File: config.mk
export PLATFORM = sky130hd
export DESIGN_NAME = deq_cell
export DESIGN_NICKNAME = d
export VERILOG_FILES = /design/src/deq_pkg.sv /design/src/deq_cell.sv
export SDC_FILE = /design/constraint.sdc
export NUM_CORES = 1
export LEC_CHECK = 0
export ABC_AREA = 1
export BUFFER_PORTS_ARGS = -buffer_cell sky130_fd_sc_hd__clkbuf_2
export CORE_MARGIN = 2
export CORE_UTILIZATION = 35
export CTS_CLUSTER_DIAMETER = 150
export DETAILED_ROUTE_END_ITERATION = 8
export PLACE_DENSITY = 0.79
export REMOVE_ABC_BUFFERS = 1
export SLEW_MARGIN = 20
export SYNTH_ARGS = -nofsm -noshare
export SYNTH_HDL_FRONTEND = slang
export SYNTH_SLANG_ARGS = --single-unit
File: constraint.sdc
create_clock -name i_clk -period 3.35 [get_ports i_clk]
set_input_delay 0.67 -clock i_clk [delete_from_list [all_inputs] [get_ports i_clk]]
set_output_delay 0.67 -clock i_clk [all_outputs]
set_load 0.005 [all_outputs]
File: src/deq_pkg.sv
`timescale 1ns / 1ps
// deq_pkg: shared constants, codes and beat types for the double-ended queue
// used by deq_cell and double_ended_queue; depends on nothing

package deq_pkg;

    localparam int DEPTH      = 64;
    localparam int WORD_WIDTH = 64;
    localparam int CNT_W      = $clog2(DEPTH + 1);

    typedef enum logic [1:0] {
        ACT_PUSH_FRONT = 2'd0,
        ACT_PUSH_BACK  = 2'd1,
        ACT_POP_FRONT  = 2'd2,
        ACT_POP_BACK   = 2'd3
    } t_action;

    typedef enum logic [1:0] {
        ST_DONE  = 2'd0,
        ST_EMPTY = 2'd1,
        ST_FULL  = 2'd2
    } t_status;

    typedef struct packed {
        t_action     action;
        logic [63:0] push_value;
    } t_req;

    typedef struct packed {
        logic [63:0] pop_value;
        t_status     status;
        logic [6:0]  occupancy;
        logic        is_empty;
    } t_rsp;

    // broadcast to every cell of the row
    typedef struct packed {
        logic    go;
        t_action action;
    } t_cell_ctl;

endpackage

File: src/deq_cell.sv
`timescale 1ns / 1ps
// deq_cell: one slot of the queue row, holds a word and an occupied flag
// depends on deq_pkg

module deq_cell (
    input  logic                              i_clk,
    input  logic                              i_rst_n,
    input  deq_pkg::t_cell_ctl                i_ctl,
    input  logic [deq_pkg::WORD_WIDTH-1:0]    i_push_word,
    input  logic                              i_left_valid,
    input  logic [deq_pkg::WORD_WIDTH-1:0]    i_left_data,
    input  logic                              i_right_valid,
    input  logic [deq_pkg::WORD_WIDTH-1:0]    i_right_data,
    output logic                              o_valid,
    output logic [deq_pkg::WORD_WIDTH-1:0]    o_data,
    output logic                              o_tail
);
    import deq_pkg::*;

    logic                  r_valid;
    logic                  n_valid;
    logic [WORD_WIDTH-1:0] r_data;
    logic [WORD_WIDTH-1:0] n_data;

    always_comb begin
        n_valid = r_valid;
        n_data  = r_data;
        if (i_ctl.go) begin
            case (i_ctl.action)
                ACT_PUSH_FRONT: begin
                    // whole row moves one slot toward the back
                    n_valid = i_left_valid;
                    n_data  = i_left_data;
                end
                ACT_PUSH_BACK: begin
                    // first free slot takes the word
                    if (!r_valid && i_left_valid) begin
                        n_valid = 1'b1;
                        n_data  = i_push_word;
                    end
                end
                ACT_POP_FRONT: begin
                    n_valid = i_right_valid;
                    n_data  = i_right_data;
                end
                ACT_POP_BACK: begin
                    if (r_valid && !i_right_valid) begin
                        n_valid = 1'b0;
                    end
                end
                default: begin
                    n_valid = r_valid;
                end
            endcase
        end
    end

    always_ff @(posedge i_clk) begin
        if (!i_rst_n) begin
            r_valid <= 1'b0;
        end else begin
            r_valid <= n_valid;
        end
    end

    always_ff @(posedge i_clk) begin
        r_data <= n_data;
    end

    assign o_valid = r_valid;
    assign o_data  = r_data;
    assign o_tail  = r_valid & ~i_right_valid;

endmodule
==> metrics.cfg <==
[critical_path]
startpoint = i_ctl[1]
critPathBufInv = 3
crit_arrival_ps = 2230
start_kind = input port
cp_slowest_cell = ha_2
r2r_start = o_valid
path_depth = 6
path_class = input port to flop
crit_fanout = 35
required_ps = 3510
critPathTopFamily = buffers and inverters
path_cells = clkbuf_2 > inv_1 > ha_2 > buf_4 > nand2_1 > a31oi_1
cp_slowest_stage_delay_ps = 570
cp-end-kind = flop
reg2regPathDepth = 6

[sta]
setup_tns_ps = 0
max-slew-margin-rel_pct = 58.3
hold_viol = 0
max_clock_freq_ghz = 0.484
worstMarginPinSlew_ps = 626
hold_ws_ps = 550
worst_slack_ps = 1290
period_minus_slack_ps = 2060
grt_setup_unrepaired = no
fin_crit_sh_pct = 61.6
fin_skew_ps = 7.81
setup_viol_count_final = 0
slew_viol_final = 0

[cts]
path_clk_slew_ps = 70
clock-root-buffer = clkbuf_8
post_cts_resized = 0
clk_latency_ps = 330
post_cts_buffers = 0
clock_sinks = 65
cts_tree = done
htree_num_levels = 3
cts_buffer_depth = 2
holdBufCountCts = 0
numCtsBuffers = 9

[power]
p_int_mw = 1.53
power_density_nw_per_um2 = 416
clkPwrFrac_pct = 29.8
total_power_mw = 2.06
p_seq_share_pct = 49.0
p_sw_mw = 0.534
ir_drop_uv = 182
combPwrFrac_pct = 21.3
swShare_pct = 25.9
p_leak_nw = 2.32

[yosys]
yosysWarnings = 0
synth.avg_cell_area_um2 = 9.02
netlist_area_um2 = 3390
ys_seq_area_share_pct = 57.3
synth_cells = 376
ys_types = 12
ys_ff_latch = 65

[hold_path]
min_delay_path_depth = 3
min_from = i_rst_n
min_path_type = input port to flop

[die]
die_w_um = 102
start_util_pct = 36.4
core_area_um2 = 9330
io_pins = 265
die_area_um2 = 10500
die_y_um = 102
fp-row-count = 35

[detailed_routing]
drc = 0
drtIter0Drc = 101
antenna_left = 0
drt_wl_total_um = 10300
viasPerCell = 4.89
vias = 3721
drt-pass1-iter-count = 7
wire_per_inst_um = 13.5

[placement]
finalWeightedCongestion = 0.812
io_buffers = 264
place_hpwl_um = 7970
pre_cts_ws_ps = 961
dpl_cell_area_um2 = 4780

[grt]
grt_pass1_vias = 3497
grt_pass1_wl_um = 15100
grt_overflow_total = 0
grt_max_degree = 71
antenna_found_initial = 0
grtUsageTotal_pct = 18.7

[run]
maxCapViolations = 0

[final_layout]
antenna_cells = 0
multi_input_area_um2 = 1260
final_layout_size_suffix_gt1_share_pct = 45.4
area_delta_synth_final_pct = 46.1
fill_cells = 877
nets = 833
layout_commonest_cell = clkbuf_2
register_area_um2 = 1940
fin_area_um2 = 4950
layout_common_cells = 264 x clkbuf_2, 135 x nand2_1, 68 x nor2_1

[outcome]
status = complete, no violations

-- power by group through the flow --
stage / sequential [mW] / clock [mW] / combinational [mW]
5_1_grt: 1.02 / 0.668 / 0.490
4_1_cts: 1.01 / 0.636 / 0.442
3_3_place_gp: 1.03 / 0 / 0.425
3_5_place_dp: 1.03 / 0 / 0.441
2_1_floorplan: 1.04 / 0 / 0.185
6_report: 1.01 / 0.614 / 0.438
-- registers in the layout, summed over array words and instances, names as in the netlist --
register / cells
o_data: 64
o_valid: 1
-- area by class of cell --
cell class	count	area share, %
Multi-Input combinational cell	275	25.4
Timing Repair Buffer	270	28.1
Tap cell	129	3.26
Inverter	8	0.606
Sequential cell	65	39.2
Clock inverter	5	0.985
Clock buffer	9	2.50
-- routing by layer --
layer  wire length [um]  track usage (%)  up-vias
li1                   -                -     1797
met1               3820             19.7     1701
met2               5280             34.0      196
met3                855             5.47       27
met4                301             9.33        0
met5                  0                0        -
-- synthesized netlist by cell type --
cell | count | area, um^2
buf_6 | 5 | 56.3
ha_1 | 5 | 62.6
nand2_1 | 135 | 507
a21oi_1 | 1 | 5.00
a31oi_1 | 64 | 400
buf_4 | 3 | 22.5
edfxtp_1 | 64 | 1920
nor2_1 | 68 | 255
buf_2 | 20 | 100
nand3_1 | 2 | 10.0
dfxtp_1 | 1 | 20.0
inv_1 | 8 | 30.0
-- stage by stage --
stage | cells | utilization (%)
after global placement | 747 | 51.3
after CTS | 761 | 53.1
after global routing | 761 | 53.1
after detailed placement | 747 | 51.3
after floorplan | 348 | -
final | 761 | 53.1
-- worst register-to-register path, cell delays in order, from the launching register on --
cell and delay, ps:
dfxtp_1 320, inv_1 70, nand2_1 50, nand2_1 60
nand3_1 110, inv_2 80, buf_4 370
-- final timing paths --
| kind | to | slack, ps |
|---|---|---|
| setup reg to reg | o_data[17] | 1920 |
| hold reg to reg | o_valid | 560 |
| hold / removal | o_valid | 550 |
| setup / recovery | o_data[52] | 1290 |
-- kinds of logic after synthesis --
family | after synthesis | share of synthesized area (%)
and+or+nand+nor | 205 | 22.8
adders and majority gates | 5 | 1.85
buffers and inverters | 36 | 6.16
AOI/OAI and AO/OA | 65 | 12.0
DFF | 65 | 57.3
Note: power is estimated with default switching activity, not from simulation.
